**src/hdl/uvlt_pkg.sv**
```systemverilog
package uvlt_pkg;

  localparam logic [7:0]  BYTE_NUL = 8'h00;
  localparam logic [7:0]  BYTE_LF  = 8'h0a;
  localparam logic [7:0]  BYTE_CR  = 8'h0d;
  localparam logic [7:0]  LEAD2_LO = 8'hc2;
  localparam logic [7:0]  LEAD2_HI = 8'hdf;
  localparam logic [7:0]  LEAD3_LO = 8'he0;
  localparam logic [7:0]  LEAD3_HI = 8'hef;
  localparam logic [7:0]  LEAD4_LO = 8'hf0;
  localparam logic [7:0]  LEAD4_HI = 8'hf4;

  localparam logic [20:0] CP_MIN2  = 21'h000080;
  localparam logic [20:0] CP_MIN3  = 21'h000800;
  localparam logic [20:0] CP_MIN4  = 21'h010000;
  localparam logic [20:0] CP_MAX   = 21'h10ffff;
  localparam logic [20:0] SURR_LO  = 21'h00d800;
  localparam logic [20:0] SURR_HI  = 21'h00dfff;

  localparam logic [23:0] SAT24       = 24'hffffff;
  localparam logic [19:0] LIMIT_RESET = 20'd4096;

  typedef enum logic [1:0] {
    EV_NUL  = 2'd0,
    EV_BAD  = 2'd1,
    EV_LONG = 2'd2,
    EV_END  = 2'd3
  } uvlt_event_t;

  // queued item with its byte class
  typedef struct packed {
    logic [7:0] data;
    logic       eot;
    logic       is_cr;
    logic       is_lf;
    logic       is_nul;
    logic       is_ascii;
    logic       is_cont;
    logic [2:0] lead_len;
    logic [4:0] lead_bits;
  } uvlt_item_t;

  typedef struct packed {
    uvlt_event_t ev;
    logic [31:0] offset;
    logic [23:0] line;
    logic [23:0] col;
    logic        last;
  } uvlt_res_t;

endpackage

```
**src/hdl/uvlt_front.sv**
```systemverilog
module uvlt_front #(
  parameter int DEPTH = 4
) (
  input  logic                 clk,
  input  logic                 rst_n,
  input  logic                 in_tvalid,
  output logic                 in_tready,
  input  logic [7:0]           in_tdata,
  input  logic                 in_tlast,
  output logic                 head_valid,
  output uvlt_pkg::uvlt_item_t head,
  input  logic                 head_pop
);
  import uvlt_pkg::*;

  localparam int PW = (DEPTH > 1) ? $clog2(DEPTH) : 1;
  localparam int CW = $clog2(DEPTH + 1);

  uvlt_item_t      q_r [DEPTH];
  logic [PW-1:0]   wr_ptr_r, wr_ptr_nxt;
  logic [PW-1:0]   rd_ptr_r, rd_ptr_nxt;
  logic [CW-1:0]   cnt_r, cnt_nxt;
  logic            push;

  function automatic uvlt_item_t classify(input logic [7:0] b, input logic eot);
    uvlt_item_t it;
    it.data     = b;
    it.eot      = eot;
    it.is_cr    = (b == BYTE_CR);
    it.is_lf    = (b == BYTE_LF);
    it.is_nul   = (b == BYTE_NUL);
    it.is_ascii = ~b[7];
    it.is_cont  = (b[7:6] == 2'b10);
    priority if (b >= LEAD2_LO && b <= LEAD2_HI) begin
      it.lead_len  = 3'd2;
      it.lead_bits = b[4:0];
    end else if (b >= LEAD3_LO && b <= LEAD3_HI) begin
      it.lead_len  = 3'd3;
      it.lead_bits = {1'b0, b[3:0]};
    end else if (b >= LEAD4_LO && b <= LEAD4_HI) begin
      it.lead_len  = 3'd4;
      it.lead_bits = {2'b00, b[2:0]};
    end else begin
      it.lead_len  = 3'd0;
      it.lead_bits = 5'd0;
    end
    return it;
  endfunction

  assign in_tready  = (cnt_r != CW'(DEPTH));
  assign push       = in_tvalid && in_tready;
  assign head_valid = (cnt_r != '0);
  assign head       = q_r[rd_ptr_r];

  always_comb begin
    wr_ptr_nxt = wr_ptr_r;
    rd_ptr_nxt = rd_ptr_r;
    if (push) begin
      wr_ptr_nxt = (wr_ptr_r == PW'(DEPTH - 1)) ? '0 : wr_ptr_r + PW'(1);
    end
    if (head_pop) begin
      rd_ptr_nxt = (rd_ptr_r == PW'(DEPTH - 1)) ? '0 : rd_ptr_r + PW'(1);
    end
    cnt_nxt = cnt_r + CW'(push) - CW'(head_pop);
  end

  always_ff @(posedge clk) begin
    if (!rst_n) begin
      wr_ptr_r <= '0;
      rd_ptr_r <= '0;
      cnt_r    <= '0;
    end else begin
      wr_ptr_r <= wr_ptr_nxt;
      rd_ptr_r <= rd_ptr_nxt;
      cnt_r    <= cnt_nxt;
    end
  end

  always_ff @(posedge clk) begin
    if (push) begin
      q_r[wr_ptr_r] <= classify(in_tdata, in_tlast);
    end
  end

endmodule

```
**src/hdl/uvlt_back.sv**
```systemverilog
module uvlt_back (
  input  logic                 clk,
  input  logic                 rst_n,
  input  logic                 head_valid,
  input  uvlt_pkg::uvlt_item_t head,
  output logic                 head_pop,
  input  logic [19:0]          limit,
  output logic                 res_valid,
  input  logic                 res_ready,
  output uvlt_pkg::uvlt_res_t  res
);
  import uvlt_pkg::*;

  typedef enum logic [6:0] {
    PH_BYTE = 7'b0000001,
    PH_CR   = 7'b0000010,
    PH_NEW  = 7'b0000100,
    PH_REPL = 7'b0001000,
    PH_ECR  = 7'b0010000,
    PH_EFL  = 7'b0100000,
    PH_END  = 7'b1000000
  } uvlt_phase_t;

  uvlt_phase_t phase_r, phase_nxt;
  logic        cr_r, cr_nxt;
  logic [2:0]  cnt_r, cnt_nxt;
  logic [2:0]  len_r, len_nxt;
  logic [20:0] cp_r, cp_nxt;
  logic [31:0] pos_r, pos_nxt;
  logic [23:0] line_r, line_nxt;
  logic [23:0] col_r, col_nxt;
  logic [19:0] fill_r, fill_nxt;
  logic        stop_r, stop_nxt;
  logic [1:0]  rep_r, rep_nxt;
  logic        ret_new_r, ret_new_nxt;

  logic        pend_valid_r, pend_final_r;
  uvlt_res_t   pend_r;
  logic        out_valid_r;
  uvlt_res_t   out_r;

  logic        emit, final_step, go_tail;
  logic        do_new, do_fail, do_consume, do_halt;
  logic [1:0]  fail_n;
  uvlt_event_t ev_code;
  logic [31:0] ev_off;
  logic        fill_ge, cp_bad, seq_long;
  logic [20:0] cont_cp, cp_min;
  logic [2:0]  cnt_inc;
  logic [23:0] col_bump;
  uvlt_res_t   cur_res, out_d;
  logic        flush, step_en, need_push, out_free, commit, load_out;

  assign fill_ge  = (fill_r >= limit);
  assign cont_cp  = {cp_r[14:0], head.data[5:0]};
  assign cnt_inc  = cnt_r + 3'd1;
  assign col_bump = (col_r != SAT24) ? col_r + 24'd1 : col_r;
  assign seq_long = ({1'b0, fill_r} + {18'd0, len_r}) > {1'b0, limit};

  always_comb begin
    unique case (len_r)
      3'd2:    cp_min = CP_MIN2;
      3'd3:    cp_min = CP_MIN3;
      default: cp_min = CP_MIN4;
    endcase
    cp_bad = (cont_cp < cp_min) || (cont_cp > CP_MAX) ||
             ((cont_cp >= SURR_LO) && (cont_cp <= SURR_HI));
  end

  always_comb begin
    phase_nxt   = phase_r;
    cr_nxt      = cr_r;
    cnt_nxt     = cnt_r;
    len_nxt     = len_r;
    cp_nxt      = cp_r;
    pos_nxt     = pos_r;
    line_nxt    = line_r;
    col_nxt     = col_r;
    fill_nxt    = fill_r;
    stop_nxt    = stop_r;
    rep_nxt     = rep_r;
    ret_new_nxt = ret_new_r;
    emit        = 1'b0;
    ev_code     = EV_NUL;
    ev_off      = pos_r;
    final_step  = 1'b0;
    go_tail     = 1'b0;
    do_new      = 1'b0;
    do_fail     = 1'b0;
    do_consume  = 1'b0;
    do_halt     = 1'b0;
    fail_n      = 2'd0;

    unique case (phase_r)
      PH_CR: begin
        cr_nxt = 1'b0;
        if (!head.is_lf && fill_ge) begin
          do_halt = 1'b1;
          go_tail = 1'b1;
        end else begin
          if (head.is_lf) begin
            pos_nxt = pos_r + 32'd1;
            col_nxt = col_bump;
          end else begin
            do_consume = 1'b1;
          end
          phase_nxt = PH_BYTE;
        end
      end
      PH_BYTE: begin
        if (stop_r) begin
          go_tail = 1'b1;
        end else if (cnt_r != 3'd0 && head.is_cont) begin
          cnt_nxt = cnt_inc;
          cp_nxt  = cont_cp;
          if (cnt_inc >= len_r) begin
            if (cp_bad) begin
              do_fail     = 1'b1;
              fail_n      = cnt_r[1:0];
              ret_new_nxt = 1'b0;
            end else if (seq_long) begin
              do_halt = 1'b1;
              go_tail = 1'b1;
            end else begin
              pos_nxt  = pos_r + {29'd0, len_r};
              col_nxt  = col_bump;
              fill_nxt = fill_r + {17'd0, len_r};
              cnt_nxt  = 3'd0;
              len_nxt  = 3'd0;
              cp_nxt   = 21'd0;
              go_tail  = 1'b1;
            end
          end else begin
            go_tail = 1'b1;
          end
        end else if (cnt_r != 3'd0) begin
          do_fail     = 1'b1;
          fail_n      = cnt_r[1:0] - 2'd1;
          ret_new_nxt = 1'b1;
        end else begin
          do_new  = 1'b1;
          go_tail = 1'b1;
        end
      end
      PH_NEW: begin
        do_new  = 1'b1;
        go_tail = 1'b1;
      end
      PH_REPL: begin
        if (fill_ge) begin
          do_halt = 1'b1;
        end else begin
          emit       = 1'b1;
          ev_code    = EV_BAD;
          do_consume = 1'b1;
          rep_nxt    = rep_r - 2'd1;
        end
        if (fill_ge || rep_r == 2'd1) begin
          if (ret_new_r) begin
            phase_nxt = PH_NEW;
          end else begin
            go_tail = 1'b1;
          end
        end
      end
      PH_ECR: begin
        cr_nxt = 1'b0;
        if (fill_ge) begin
          do_halt = 1'b1;
        end else begin
          do_consume = 1'b1;
        end
        go_tail = 1'b1;
      end
      PH_EFL: begin
        do_fail     = 1'b1;
        fail_n      = cnt_r[1:0] - 2'd1;
        ret_new_nxt = 1'b0;
      end
      PH_END: begin
        emit       = 1'b1;
        ev_code    = EV_END;
        cr_nxt     = 1'b0;
        cnt_nxt    = 3'd0;
        len_nxt    = 3'd0;
        cp_nxt     = 21'd0;
        pos_nxt    = 32'd0;
        line_nxt   = 24'd1;
        col_nxt    = 24'd1;
        fill_nxt   = 20'd0;
        stop_nxt   = 1'b0;
        final_step = 1'b1;
      end
      default: begin
        phase_nxt = PH_BYTE;
      end
    endcase

    if (do_new && !stop_r) begin
      priority if (head.is_cr) begin
        cr_nxt = 1'b1;
      end else if (!head.is_lf && fill_ge) begin
        do_halt = 1'b1;
      end else if (head.is_nul) begin
        emit       = 1'b1;
        ev_code    = EV_NUL;
        do_consume = 1'b1;
      end else if (head.is_ascii) begin
        if (head.is_lf) begin
          pos_nxt  = pos_r + 32'd1;
          line_nxt = (line_r != SAT24) ? line_r + 24'd1 : line_r;
          col_nxt  = 24'd1;
          fill_nxt = 20'd0;
        end else begin
          do_consume = 1'b1;
        end
      end else if (head.lead_len != 3'd0) begin
        len_nxt = head.lead_len;
        cp_nxt  = {16'd0, head.lead_bits};
        cnt_nxt = 3'd1;
      end else begin
        emit       = 1'b1;
        ev_code    = EV_BAD;
        do_consume = 1'b1;
      end
    end

    if (do_fail) begin
      emit       = 1'b1;
      ev_code    = EV_BAD;
      do_consume = 1'b1;
      cnt_nxt    = 3'd0;
      len_nxt    = 3'd0;
      cp_nxt     = 21'd0;
      rep_nxt    = fail_n;
      if (fail_n != 2'd0) begin
        phase_nxt = PH_REPL;
      end else if (ret_new_nxt) begin
        phase_nxt = PH_NEW;
      end else begin
        go_tail = 1'b1;
      end
    end

    if (do_consume) begin
      pos_nxt  = pos_r + 32'd1;
      col_nxt  = col_bump;
      fill_nxt = fill_r + 20'd1;
    end

    if (do_halt) begin
      emit     = 1'b1;
      ev_code  = EV_LONG;
      ev_off   = pos_r - {12'd0, fill_r};
      stop_nxt = 1'b1;
    end

    // after the byte: end-of-text work, or the item is done
    if (go_tail) begin
      priority if (!head.eot) begin
        final_step = 1'b1;
      end else if (!stop_nxt && cr_nxt) begin
        phase_nxt = PH_ECR;
      end else if (!stop_nxt && cnt_nxt != 3'd0) begin
        phase_nxt = PH_EFL;
      end else begin
        phase_nxt = PH_END;
      end
    end

    if (final_step) begin
      phase_nxt = (cr_nxt && !stop_nxt) ? PH_CR : PH_BYTE;
    end
  end

  assign cur_res = '{ev: ev_code, offset: ev_off, line: line_r, col: col_r, last: 1'b1};

  // a result waits in pend until it is known whether another follows
  assign flush     = pend_valid_r && pend_final_r;
  assign step_en   = head_valid && !flush;
  assign need_push = pend_valid_r ? (emit || final_step) : (emit && final_step);
  assign out_free  = !out_valid_r || res_ready;
  assign commit    = step_en && (!need_push || out_free);
  assign head_pop  = commit && final_step;
  assign load_out  = (flush && out_free) || (commit && need_push);

  always_comb begin
    out_d = cur_res;
    if (flush) begin
      out_d      = pend_r;
      out_d.last = 1'b1;
    end else if (pend_valid_r) begin
      out_d      = pend_r;
      out_d.last = !emit;
    end
  end

  always_ff @(posedge clk) begin
    if (!rst_n) begin
      phase_r      <= PH_BYTE;
      cr_r         <= 1'b0;
      cnt_r        <= 3'd0;
      len_r        <= 3'd0;
      cp_r         <= 21'd0;
      pos_r        <= 32'd0;
      line_r       <= 24'd1;
      col_r        <= 24'd1;
      fill_r       <= 20'd0;
      stop_r       <= 1'b0;
      rep_r        <= 2'd0;
      ret_new_r    <= 1'b0;
      pend_valid_r <= 1'b0;
      pend_final_r <= 1'b0;
      out_valid_r  <= 1'b0;
    end else begin
      if (commit) begin
        phase_r   <= phase_nxt;
        cr_r      <= cr_nxt;
        cnt_r     <= cnt_nxt;
        len_r     <= len_nxt;
        cp_r      <= cp_nxt;
        pos_r     <= pos_nxt;
        line_r    <= line_nxt;
        col_r     <= col_nxt;
        fill_r    <= fill_nxt;
        stop_r    <= stop_nxt;
        rep_r     <= rep_nxt;
        ret_new_r <= ret_new_nxt;
      end
      if (flush && out_free) begin
        pend_valid_r <= 1'b0;
        pend_final_r <= 1'b0;
      end else if (commit) begin
        if (emit) begin
          if (pend_valid_r || !final_step) begin
            pend_valid_r <= 1'b1;
            pend_final_r <= pend_valid_r && final_step;
          end
        end else if (final_step) begin
          pend_valid_r <= 1'b0;
        end
      end
      if (load_out) begin
        out_valid_r <= 1'b1;
      end else if (res_ready) begin
        out_valid_r <= 1'b0;
      end
    end
  end

  always_ff @(posedge clk) begin
    if (commit && emit && (pend_valid_r || !final_step)) begin
      pend_r <= cur_res;
    end
    if (load_out) begin
      out_r <= out_d;
    end
  end

  assign res_valid = out_valid_r;
  assign res       = out_r;

endmodule

```
**src/hdl/utf8_validator_line_tracker.sv**
```systemverilog
// An item that gives one result passes through the queue and the out register to out_.
// Throughput: one byte per cycle when out_ does not stall; a byte after a CR also passes the
// CR state, a failed sequence adds a replay state per replayed byte (and the byte that broke it
// is taken anew), end of text adds its own states, and a byte giving several results a flush step.
// Reset (rst_n low, synchronous): queue emptied, counters to line 1 column 1,
// line byte limit to 4096.
module utf8_validator_line_tracker #(
  parameter int QUEUE_DEPTH = 4
) (
  input  logic        clk,
  input  logic        rst_n,
  input  logic        in_tvalid,
  output logic        in_tready,
  input  logic [7:0]  in_tdata,   // text_byte
  input  logic        in_tlast,
  output logic        out_tvalid,
  input  logic        out_tready,
  output logic [79:0] out_tdata,  // byte_offset[31:0], line_number[55:32], column_number[79:56]
  output logic [1:0]  out_tuser,  // event_code
  output logic        out_tlast,
  input  logic        cfg_valid,
  output logic        cfg_ready,
  input  logic [19:0] cfg_data
);
  import uvlt_pkg::*;

  logic [19:0] limit_r;
  logic        head_valid, head_pop;
  uvlt_item_t  head;
  uvlt_res_t   res;

  assign cfg_ready = 1'b1;

  always_ff @(posedge clk) begin
    if (!rst_n) begin
      limit_r <= LIMIT_RESET;
    end else if (cfg_valid && cfg_ready) begin
      limit_r <= cfg_data;
    end
  end

  uvlt_front #(
    .DEPTH (QUEUE_DEPTH)
  ) u_front (
    .clk        (clk),
    .rst_n      (rst_n),
    .in_tvalid  (in_tvalid),
    .in_tready  (in_tready),
    .in_tdata   (in_tdata),
    .in_tlast   (in_tlast),
    .head_valid (head_valid),
    .head       (head),
    .head_pop   (head_pop)
  );

  uvlt_back u_back (
    .clk        (clk),
    .rst_n      (rst_n),
    .head_valid (head_valid),
    .head       (head),
    .head_pop   (head_pop),
    .limit      (limit_r),
    .res_valid  (out_tvalid),
    .res_ready  (out_tready),
    .res        (res)
  );

  assign out_tdata = {res.col, res.line, res.offset};
  assign out_tuser = res.ev;
  assign out_tlast = res.last;

endmodule
```
**config.mk**
```make
export PLATFORM = sky130hd
export DESIGN_NAME = utf8_validator_line_tracker
export DESIGN_NICKNAME = d
export VERILOG_FILES = /design/src/hdl/uvlt_pkg.sv /design/src/hdl/uvlt_front.sv /design/src/hdl/uvlt_back.sv /design/src/hdl/utf8_validator_line_tracker.sv
export SDC_FILE = /design/constraint.sdc
export NUM_CORES = 1
export LEC_CHECK = 0
export BUFFER_PORTS_ARGS = -buffer_cell sky130_fd_sc_hd__buf_4
export CAP_MARGIN = 20
export CORE_ASPECT_RATIO = 1.5
export CORE_MARGIN = 2
export CORE_UTILIZATION = 39
export DETAILED_ROUTE_END_ITERATION = 16
export PLACE_DENSITY = 0.63
export SLEW_MARGIN = 10
export SYNTH_ARGS = -nofsm -noshare
export SYNTH_HDL_FRONTEND = slang
export SYNTH_SLANG_ARGS = --single-unit
export TNS_END_PERCENT = 30
```
**constraint.sdc**
```tcl
create_clock -name clk -period 9.2 [get_ports clk]
set_clock_uncertainty 0.05 [all_clocks]
set_input_delay 0.92 -clock clk [delete_from_list [all_inputs] [get_ports clk]]
set_output_delay 0.92 -clock clk [all_outputs]
set_load 0.1 [all_outputs]
```
Word-level counts from Yosys, hierarchy flattened
Memory sizes are Yosys's and may differ from the RTL's. A register that Yosys moved wholly into a read port is not among the register bits.
Index checks and enable logic that the tools add are counted.
Widths: inputs -> output; s select.
- bits in writable memories: 88
- memories: 1
- input bits: 34
- word-level logic and storage cells: 345
- bits in registers: 334
- output and inout port bits: 86
- multiplexer cells: 209
- $add $sub $neg: 15
- order comparisons: 13
- bitwise operators: 3
- reductions and logical operators: 55
- eq/ne operators: 21
- memory list (memory ; words ; width ; read ports ; clocked after memory_dff ; wr ports ; line ; RTL):
    u_front.q_r ; 4 ; 22 ; 1 ; 1 ; 1 ; uvlt_front.sv:19 ; uvlt_item_t q_r [DEPTH];
- operator list (operator ; count):
    $mux 24 ; 23
    $mux 32 ; 15
    $mux 21 ; 12
    $mux 20 ; 12
    $mux 83 ; 2
    $pmux 32 s3 ; 1
    $mux 7 ; 11
    $mux 3 ; 24
    $pmux 24 s3 ; 1
    $mux 1 ; 68
    $add 24x1->24 const B ; 2
    $ne 24x24->1 const B ; 2
    $mux 2 ; 21
    $pmux 21 s2 ; 1
    $pmux 20 s2 ; 1
    $pmux 17 s2 ; 1
    $add 32x1->32 const B ; 1
    $add 32x3->32 ; 1
    $mux 8 ; 4
    $sub 32x20->32 ; 1
    $ge 8x8->1 const B ; 3
    $le 8x8->1 const B ; 3
    $add 20x3->21 ; 1
    $ge 21x16->1 const B ; 1
    other kinds (46) ; 104

Longest topological paths before layout
Gate-level depths: netlist of run 1.
- word-level depth: 24
- gate-level depth with buffers: 27
- gate-level depth less buffers: 27

By module
A second synthesis of run 1 with hierarchy kept.
- cells, all modules: 2358
- area total of the unflattened synthesis: 23465.0 um^2
- by module, submodules not included (module ; area an instance (um^2) ; instances ; sequential area each (um^2) ; cells each):
    uvlt_back ; 18898.1 ; 1 ; 7677.4 ; 2102
    uvlt_front ; 3802.4 ; 1 ; 2822.7 ; 190
    utf8_validator_line_tracker ; 764.5 ; 1 ; 400.4 ; 66

Worst setup path after synthesis of run 1
OpenSTA, ideal clock, no wires.
- path kind: reg-to-reg
- start point: register u_back.fill_r[1]
- end point: register u_back.out_r, in the netlist u_back.res[0] (enable)
- path slack: 1.302 ns
- clock period less this slack: 7.898 ns
- library setup time: 0.525 ns
- required time: 8.625 ns
- data arrival time: 7.323 ns
- path buffers: 1
- cell stages (with the launch flop): 21
- cell sequence: dfxtp_1 > inv_1 > fa_1 > nor2b_1 > o2111a_1 > and2_1 > nand2_1 > nor2_1 > xnor2_1 > ha_1 > nand3_1 > nor3_1 > a2111o_1 > o21ai_0 > o21a_1 > o21a_1 > clkbuf_1 > a211o_1 > a31oi_1 > a21oi_1 > nor2_1
- longest elaborated chain between the ends: 19
- elaborated cells on any way between the ends: 40
- classes of those cells: 1 x add/sub; 2 x order compare; 28 x mux; 9 x reduce/logical
- ends and longest elaborated chain (element ; line ; RTL):
    from (decl) ; uvlt_back.sv:32 ; logic [19:0] fill_r, fill_nxt;
    from (signal assigned) ; uvlt_back.sv:325 ; fill_r <= fill_nxt;
    $add 20x3->21 ; uvlt_back.sv:58 ; assign seq_long = ({1'b0, fill_r} + {18'd0, len_r}) > {1'b0, limit};
    $gt 21x20->1 ; uvlt_back.sv:58 ;
    $mux 1 ; uvlt_back.sv:121 ; end else if (seq_long) begin
    $mux 1 ; uvlt_back.sv:117 ; if (cp_bad) begin
    $mux 1 ; uvlt_back.sv:116 ; if (cnt_inc >= len_r) begin
    $mux 1 ; uvlt_back.sv:113 ; end else if (cnt_r != 3'd0 && head.is_cont) begin
    $mux 1 ; uvlt_back.sv:111 ; if (stop_r) begin
    $pmux 1 s3 ; uvlt_back.sv:94 ; unique case (phase_r)
    [... 4 more ...] ; -- ;
    $logic_and 1x1->1 / $logic_or 1x1->1 (equally long branches) ; uvlt_back.sv:281 ; assign need_push = pend_valid_r ? (emit || final_step) : (emit && final_step);
    $mux 1 (*) ; uvlt_back.sv:281 ;
    $logic_not 1->1 ; uvlt_back.sv:283 ; assign commit = step_en && (!need_push || out_free);
    $logic_or 1x1->1 ; uvlt_back.sv:283 ;
    $logic_and 1x1->1 ; uvlt_back.sv:283 ;
    $logic_and 1x1->1 (*) ; uvlt_back.sv:285 ; assign load_out = (flush && out_free) || (commit && need_push);
    $logic_or 1x1->1 (*) ; uvlt_back.sv:285 ;
    via u_back.load_out ; uvlt_back.sv:52 ; logic flush, step_en, need_push, out_free, commit, load_out;
    to (signal assigned) ; uvlt_back.sv:356 ; out_r <= out_d;
    to (decl) ; uvlt_back.sv:40 ; uvlt_res_t out_r;
Mark *: on every way through the listed nets, which the timed path passes. The rest lies on a longest branch.
A chain may end at the register's enable or synchronous reset.

Final worst setup path of run 1
- start point: register u_back.fill_r[1]
- end point: register u_back.pend_r[49] (netlist bit) (enable)
- longest elaborated chain between the ends: 19
- elaborated cells on any way between the ends: 42
- classes of those cells: 1 x add/sub; 2 x order compare; 28 x mux; 11 x reduce/logical
- ends and longest elaborated chain (element ; line ; RTL):
    $add 20x3->21 ; uvlt_back.sv:58 ;
    $gt 21x20->1 ; uvlt_back.sv:58 ;
    $mux 1 ; uvlt_back.sv:121 ;
    $mux 1 ; uvlt_back.sv:117 ;
    $mux 1 ; uvlt_back.sv:116 ;
    $mux 1 ; uvlt_back.sv:113 ;
    $mux 1 ; uvlt_back.sv:111 ;
    $pmux 1 s3 ; uvlt_back.sv:94 ;
    [... 3 more ...] ; -- ;
    $mux 1 ; uvlt_back.sv:251 ; if (do_halt) begin
    $logic_and 1x1->1 / $logic_or 1x1->1 (equally long branches) ; uvlt_back.sv:281 ;
    $mux 1 ; uvlt_back.sv:281 ;
    $logic_not 1->1 ; uvlt_back.sv:283 ;
    $logic_or 1x1->1 ; uvlt_back.sv:283 ;
    $logic_and 1x1->1 ; uvlt_back.sv:283 ;
    $logic_and 1x1->1 ; uvlt_back.sv:352 ; if (commit && emit && (pend_valid_r || !final_step)) begin
    $logic_and 1x1->1 (*) ; uvlt_back.sv:352 ;
    to (signal assigned) ; uvlt_back.sv:353 ; pend_r <= cur_res;
    to (decl) ; uvlt_back.sv:38 ; uvlt_res_t pend_r;
Mark *: on every way between the ends. The rest lies on a longest branch, timed or not.

==> results of run 1 <==
[placed cells by master, fill, tap and decap left out, types with 14 or more instances in the layout]
cell	count
nor3_1	68
o21a_1	14
nor4_1	14
edfxtp_1	245
xor2_1	20
a21oi_1	172
mux2_2	79
xnor2_1	41
o31ai_1	26
o32ai_1	19
a21o_1	26
inv_1	73
a211oi_1	27
or3_1	20
nand4_1	30
ha_1	85
buf_4	145
mux4_2	20
o211ai_1	27
nand3_1	66
mux2i_1	28
nand2_1	187
o21ai_0	117
a31oi_1	35
and3_1	46
dfxtp_1	164
nand2b_1	14
a22o_1	16
clkbuf_16	42
and2_1	17
nor2_1	182
a221oi_1	14
[area by class of cell]
type | count | area, um^2
clock inverters | 24 | 323
well taps | 777 | 972
inverters | 74 | 279
multi-input cells | 1679 | 11600
repair buffers | 150 | 1150
flip-flops and latches | 410 | 10700
fillers | 5540 | 32700
clock buffers | 52 | 1100
[sequential cells by signal, indices dropped and copies added, names as in the netlist, named ones only]
name / count
u_back.col_r: 24
u_back.rep_r: 2
u_front.q_r: 80
u_front.rd_ptr_r: 2
u_back.pend_valid_r: 1
u_back.stop_r: 1
u_back.res: 83
u_back.pend_final_r: 1
u_back.pend_r: 82
u_back.cp_r: 15
u_back.cnt_r: 3
u_back.fill_r: 20
limit_r: 20
u_back.ret_new_r: 1
u_back.len_r: 3
u_back.cr_r: 1
u_back.phase_r: 7
u_back.res_valid: 1
u_front.wr_ptr_r: 2
u_front.cnt_r: 3
u_back.line_r: 24
u_back.pos_r: 32
[worst reg2reg max path: cells and delay by family, from the launching register on]
family                     cells  cell delay (ns)
adders and majority gates      2             0.75
and+or+nand+nor                8             2.11
buffers and inverters          2             0.69
DFF                            1             0.48
xor gates and xnor gates       1             0.16
AOI/OAI and AO/OA              6             3.10
[report_power, final]
part	switching (mW)	total [mW]	internal, mW
clock	0.768	1.80	1.03
combinational	3.20	4.32	1.12
sequential	0.200	2.69	2.49
total	4.17	8.82	4.64
[cells by family (layout without fill, tap and decap cells)]
logic type                 count (synthesis)  after routing
AOI/OAI and AO/OA                        661            661
xor gates and xnor gates                  61             61
adders and majority gates                 89             89
buffers and inverters                    233            300
DFF                                      410            410
muxes                                    127            127
other                                      1              1
and+or+nand+nor                          740            740
[final timing paths]
kind / startpoint / end / slack [ns] / cells after the start
hold / removal: u_back.line_r[12] / u_back.pend_r[37] / 0.38 / 0
setup reg to reg: u_back.fill_r[1] / u_back.pend_r[49] / 1.49 / 19
hold reg to reg: u_back.line_r[12] / u_back.pend_r[37] / 0.38 / 0
setup / recovery: u_back.fill_r[1] / u_back.pend_r[49] / 1.49 / 19
[metal layers]
layer | vias to the layer above | part of all wire
met1 | 9275 | 0.41
met2 | 714 | 0.49
met3 | 187 | 0.055
li1 | 8954 | -
met4 | 0 | 0.049
met5 | - | 0
[per-stage QoR]
step	power [mW]	hold slack, ns
after floorplan	5.85	0.356
final	8.82	0.385
after global placement	6.91	0.373
after CTS	8.81	0.389
after detailed placement	7.00	0.374
after global routing	9.25	0.394
==> out/summary.txt, run 1 <==
Top_reg_cell synth -> edfxtp_1
Cells after DPL -> 3,087
Num CTS Buffers -> 41
Initial antenna violation count -> 0
DR WL/cell -> 21.6 um
Cell mode on critical path -> o21a_1
Top cells by count, synth -> edfxtp_1, nand2_1, nor2_1
Main combinational cell family by area after synthesis -> compound AO/OA/AOI/OAI gates
Die Y -> 302 um
Hold Path Class -> register to register
Top cell type's share of synthesized area -> 0.318
Post-Synth Simple-Gate Area -> 0.160
Register area share after synthesis -> 0.461
Post-Layout Cell Count -> 3,166
Max_cap viols -> 0
FMAX -> 130 MHz
Postcts setup bufs -> 0
Post-cts sizing count -> 0
Synth Area per Inst -> 9.96 um^2
Initial core utilization -> 0.393
CTS root buf -> clkbuf_16
Critical Path Sink Type -> register
Post-Synth Adder-Cell Area -> 0.0495
PwrDens -> 338 nW/um^2
Critical path launch point type -> register
CP max-delay cell -> o21a_1
Largest net degree at the start of global routing -> 126
CTS tree -> built
Post-synth EDFFs -> 245
Crit-path cells -> inv_1, fa_1, nor2b_1, o2111a_1, and2_1, nand2_1, nor2_1, xnor2_1, ha_1, nand3_1, nor3_1, a2111o_1, nor4bb_1, o21a_1, o21a_1, a211o_1, a41o_2, and3_4, buf_4
Critical Path RT -> 9.37 ns
Layout cells sized above 1 -> 0.154
Yosys cell types -> 98
GPL Wtd Cong -> 0.923
Post-synth net total -> 2,445
Rel. slew slack -> 0.145
Slew @ Worst Pin -> 1.28 ns
Pre-Repair DR Iteration Count -> 6
Clk slew on worst S/H paths -> 0.07 ns
Met2 Track Usage GR -> 0.379
First-pass GRT wire length -> 107,000 um
RSZ-0062 raised after global routing -> false
Final WS setup -> 1.49 ns
Total Routed Length -> 68,300 um
Clock insertion delay at the later pin of the skew report -> 0.57 ns
Fin nets -> 2,479
Critical Path AT -> 7.88 ns
H-tree depth -> 2
Via count of the first global-routing pass -> 18,923
# diodes -> 0
Core Area -> 58,800 um^2
Dpl cell area -> 24,600 um^2
Place WS -> 1.61 ns
Post-Synth XOR/XNOR Area -> 0.0231
Count leader, synth -> edfxtp_1
Fin area -> 26,100 um^2
GRT overflow -> 0
Synth warn -> 0
Post-synthesis compound-gate area fraction -> 0.197
Pleak -> 9.39 nW
Hold-fix buffers at CTS -> 0
Fin. max-slew vios -> 0
Setup TNS -> 0 ns
Max Buffers Root-to-Sink -> 3
Outcome -> complete, no violations
Cell area after synthesis -> 23,100 um^2
Gr usage total -> 0.217
Met1 Usage GRT -> 0.266
Async SR Flop Fraction -> 0
Cell row count -> 109
Final Critical Period -> 7.71 ns
Port bufs -> 118
I/O pin total -> 120
M3 GR Usage -> 0.0252
Most used routing layer in global routing -> met2
Delay-heaviest family, CP -> compound AO/OA/AOI/OAI gates
Final count of hold timing violations -> 0
Biggest area consumer among synthesized cells -> edfxtp_1
Synth Register Bits -> 410
Final core occ -> 0.444
Routed vias -> 19,130
Hpwl dp -> 47,300 um
Setup violators final -> 0
Period utilization -> 0.838
Critical Path Fanout Max -> 47
Die Span X -> 203 um
CP Buf/Inv Count -> 2
Remaining DRCs -> 0
Area Overhead vs Synth -> 12.9%
Iter 0 DRT Violations -> 1,698
Vias per cell -> 6.04
Ranking of synthesized cells by area -> edfxtp_1, dfxtp_1, ha_1, mux2_2, a21oi_1
Clock sink count -> 410
Mux contribution to synthesized area -> 0.0701
Peak VDD IR -> 0.000212 V
Synthesized netlist cell count -> 2,322
Max incr delay on CP -> 0.77 ns
Routed Antenna Nets -> 0
Die footprint -> 61,300 um^2
Setup Crit Path Kind -> register to register
No activity file was read; power rests on OpenSTA's default activity.
==> inputs of run 2 (changes only) <==
--- a/config.mk
+++ b/config.mk
@@ -11,7 +11,7 @@
 export CORE_MARGIN = 2
 export CORE_UTILIZATION = 39
 export DETAILED_ROUTE_END_ITERATION = 16
-export PLACE_DENSITY = 0.63
+export PLACE_DENSITY = 0.65
 export SLEW_MARGIN = 10
 export SYNTH_ARGS = -nofsm -noshare
 export SYNTH_HDL_FRONTEND = slang
==> constraint.sdc (replaced) <==
create_clock -name clk -period 6.8 [get_ports clk]
set_clock_uncertainty 0.05 [all_clocks]
set_input_delay 0.68 -clock clk [delete_from_list [all_inputs] [get_ports clk]]
set_output_delay 0.68 -clock clk [all_outputs]
set_load 0.1 [all_outputs]
==> out/summary.txt, run 2 (same netlist as run 1, synthesis figures left out) <==
Outcome -> complete, no violations
Fin nets -> 2,497 (+0.73%)
Routed vias -> 19,351 (+1.2%)
Die footprint -> 61,300 um^2 (unchanged)
Initial core utilization -> 0.393 (unchanged)
Routed Antenna Nets -> 0 (unchanged)
Post-Layout Cell Count -> 3,185 (+0.60%)
Vias per cell -> 6.08 (+0.55%)
Hold Path Class -> input pin to register
R2R depth -> 20 (+1)
Period utilization -> 0.926 (+0.0886)
H-tree depth -> 2 (unchanged)
Clk slew on worst S/H paths -> 0.07 ns (about the same)
Max incr delay on CP -> 0.56 ns (-0.21 ns)
Critical path launch point type -> register
Clock sink count -> 410 (unchanged)
Clk network pwr share -> 0.195 (-0.009)
Final count of hold timing violations -> 0 (unchanged)
I/O pin total -> 120 (unchanged)
Die Span X -> 203 um (unchanged)
Slew @ Worst Pin -> 1.15 ns (-0.135 ns)
Final WS setup -> 0.502 ns (-0.992 ns)
Cell row count -> 109 (unchanged)
Area Overhead vs Synth -> 13.5%
Hpwl dp -> 48,800 um (+3.2%)
Die Y -> 302 um (unchanged)
Peak VDD IR -> 0.000319 V (+51%)
Total Routed Length -> 69,700 um (+2.0%)
PwrDens -> 458 nW/um^2 (+35%)
Combinational share of power -> 0.500 (+0.009)
FMAX -> 159 MHz (+22%)
First-pass GRT wire length -> 108,000 um (+1.4%)
Final core occ -> 0.446 (+0.00230)
Int Pwr -> 6.27 mW (+35%)
Largest net degree at the start of global routing -> 65 (-48%)
Crit-path cells -> inv_1, fa_1, nor2b_1, o2111a_1, and2_1, nand2_1, nor2_1, xnor2_1, ha_1, nand3_1, nor3_1, a2111o_1, nor4bb_2, o21a_1, o211ai_1, o41ai_4, a41o_2, buf_4, a21boi_0, o31a_1
Setup Crit Path Kind -> register to register
Sw power -> 5.73 mW (+37%)
Most frequent cells in the layout -> edfxtp_1, nand2_1, nor2_1
CTS root buf -> clkbuf_16
Sw Share -> 0.478 (+0.00444)
Layout cells sized above 1 -> 0.157 (+0.00377)
GPL Wtd Cong -> 0.922 (about the same)
Gr usage total -> 0.221 (+0.00384)
Flop pwr share -> 0.304 (-0.002)
Max Buffers Root-to-Sink -> 3 (unchanged)
Critical Path AT -> 6.71 ns (-1.17 ns)
CTS tree -> built
Most common cell after layout, fill and taps aside -> edfxtp_1
Pre-Repair DR Iteration Count -> 5 (-1)
Initial antenna violation count -> 0 (unchanged)
Fin area -> 26,200 um^2 (+0.52%)
Critical Path RT -> 7.21 ns (-2.16 ns)
R2R Path End -> u_back.pos_r[31]
Dpl cell area -> 24,800 um^2 (+0.63%)
Max_cap viols -> 0 (unchanged)
Setup violators final -> 0 (unchanged)
Cells after DPL -> 3,104 (+0.55%)
Num CTS Buffers -> 42 (+2.4%)
Clock insertion delay at the later pin of the skew report -> 0.58 ns (about the same)
Critical Path Fanout Max -> 31 (-34%)
CP max-delay cell -> o41ai_4
Pleak -> 9.46 nW (+0.71%)
Core Area -> 58,800 um^2 (unchanged)
Critical Path Sink Type -> register
Postcts setup bufs -> 0 (unchanged)
# diodes -> 0 (unchanged)
GRT overflow -> 0 (unchanged)
RSZ-0062 raised after global routing -> false
Worst flop-to-flop path startpoint -> u_back.fill_r[1]
Via count of the first global-routing pass -> 19,142 (+1.2%)
Final Critical Period -> 6.30 ns (-1.41 ns)
End of the critical path -> u_back.pos_r[31]
Worst Setup SP -> u_back.fill_r[1]
DR WL/cell -> 21.9 um (+1.4%)
Rel. slew slack -> 0.232 (+0.0873)
Place WS -> 0.533 ns (-1.07 ns)
Fin. max-slew vios -> 0 (unchanged)
Setup TNS -> 0 ns (unchanged)
Flop2flop setup slack -> 0.50 ns (-0.99 ns)
Iter 0 DRT Violations -> 1,660 (-2.2%)
Number of flip-flops in the largest register -> 83 (unchanged)
Port bufs -> 118 (unchanged)
Remaining DRCs -> 0 (unchanged)
[run 2: area by class of cell]
| cell class | count | area (um^2) |
|---|---|---|
| clock inverter | 22 | 238 |
| sequential | 410 | 10700 |
| clock buffer | 56 | 1130 |
| multi-input combinational | 1679 | 11600 |
| tap | 777 | 972 |
| inverter | 74 | 279 |
| timing repair buffer | 167 | 1340 |
| fill | 5515 | 32500 |
[run 2: power groups by stage]
stage | Clock [mW] | Combinational (mW) | Sequential [mW]
6_report | 2.35 | 6.01 | 3.65
3_5_place_dp | 0 | 5.90 | 3.71
5_1_grt | 2.49 | 6.35 | 3.71
3_3_place_gp | 0 | 5.80 | 3.68
4_1_cts | 2.40 | 5.92 | 3.66
2_1_floorplan | 0 | 3.06 | 4.84
[run 2: worst min path at each step]
stage                            startpoint            endpoint  slack, ns  depth (start not counted)
after floorplan            u_back.col_r[14]   u_back.pend_r[15]       0.36                          0
after global placement    u_back.line_r[12]   u_back.pend_r[37]       0.37                          0
after detailed placement  u_back.line_r[12]   u_back.pend_r[37]       0.37                          0
after CTS                          in_tlast  u_front.q_r[2][13]       0.23                          1
after global routing               in_tlast  u_front.q_r[3][13]       0.25                          1
final                              in_tlast  u_front.q_r[2][13]       0.26                          1
[run 2: through the flow]
| stage | hold WS, ns | total power [mW] |
|---|---|---|
| after floorplan | 0.356 | 7.90 |
| after global placement | 0.368 | 9.48 |
| after detailed placement | 0.372 | 9.60 |
| after CTS | 0.234 | 12.0 |
| after global routing | 0.247 | 12.5 |
| final | 0.255 | 12.0 |
[run 2: timing repair]
| item | in CTS | in global routing |
|---|---|---|
| hold endpoints to repair | 0 | 0 |
| endpoints found under the setup margin | 0 | 1 |
| hold buffers | 0 | 0 |
| resized for setup | 0 | 1 |
[run 2: critical path: cells and delay by family, from the launching register on]
family                     cells  cell delay (ns)
buffers and inverters          2             0.59
xor gates and xnor gates       1             0.16
adders and majority gates      2             0.75
and+or+nand+nor                7             1.28
AOI/OAI and AO/OA              8             2.83
DFF                            1             0.48
[run 2: metal layers]
layer | global-route usage | share of wire | vias to the layer above
met4 | 0.112 | 0.050 | 0
met2 | 0.391 | 0.49 | 730
met5 | 0 | 0 | -
met3 | 0.0292 | 0.054 | 211
met1 | 0.263 | 0.40 | 9423
li1 | - | - | 8987
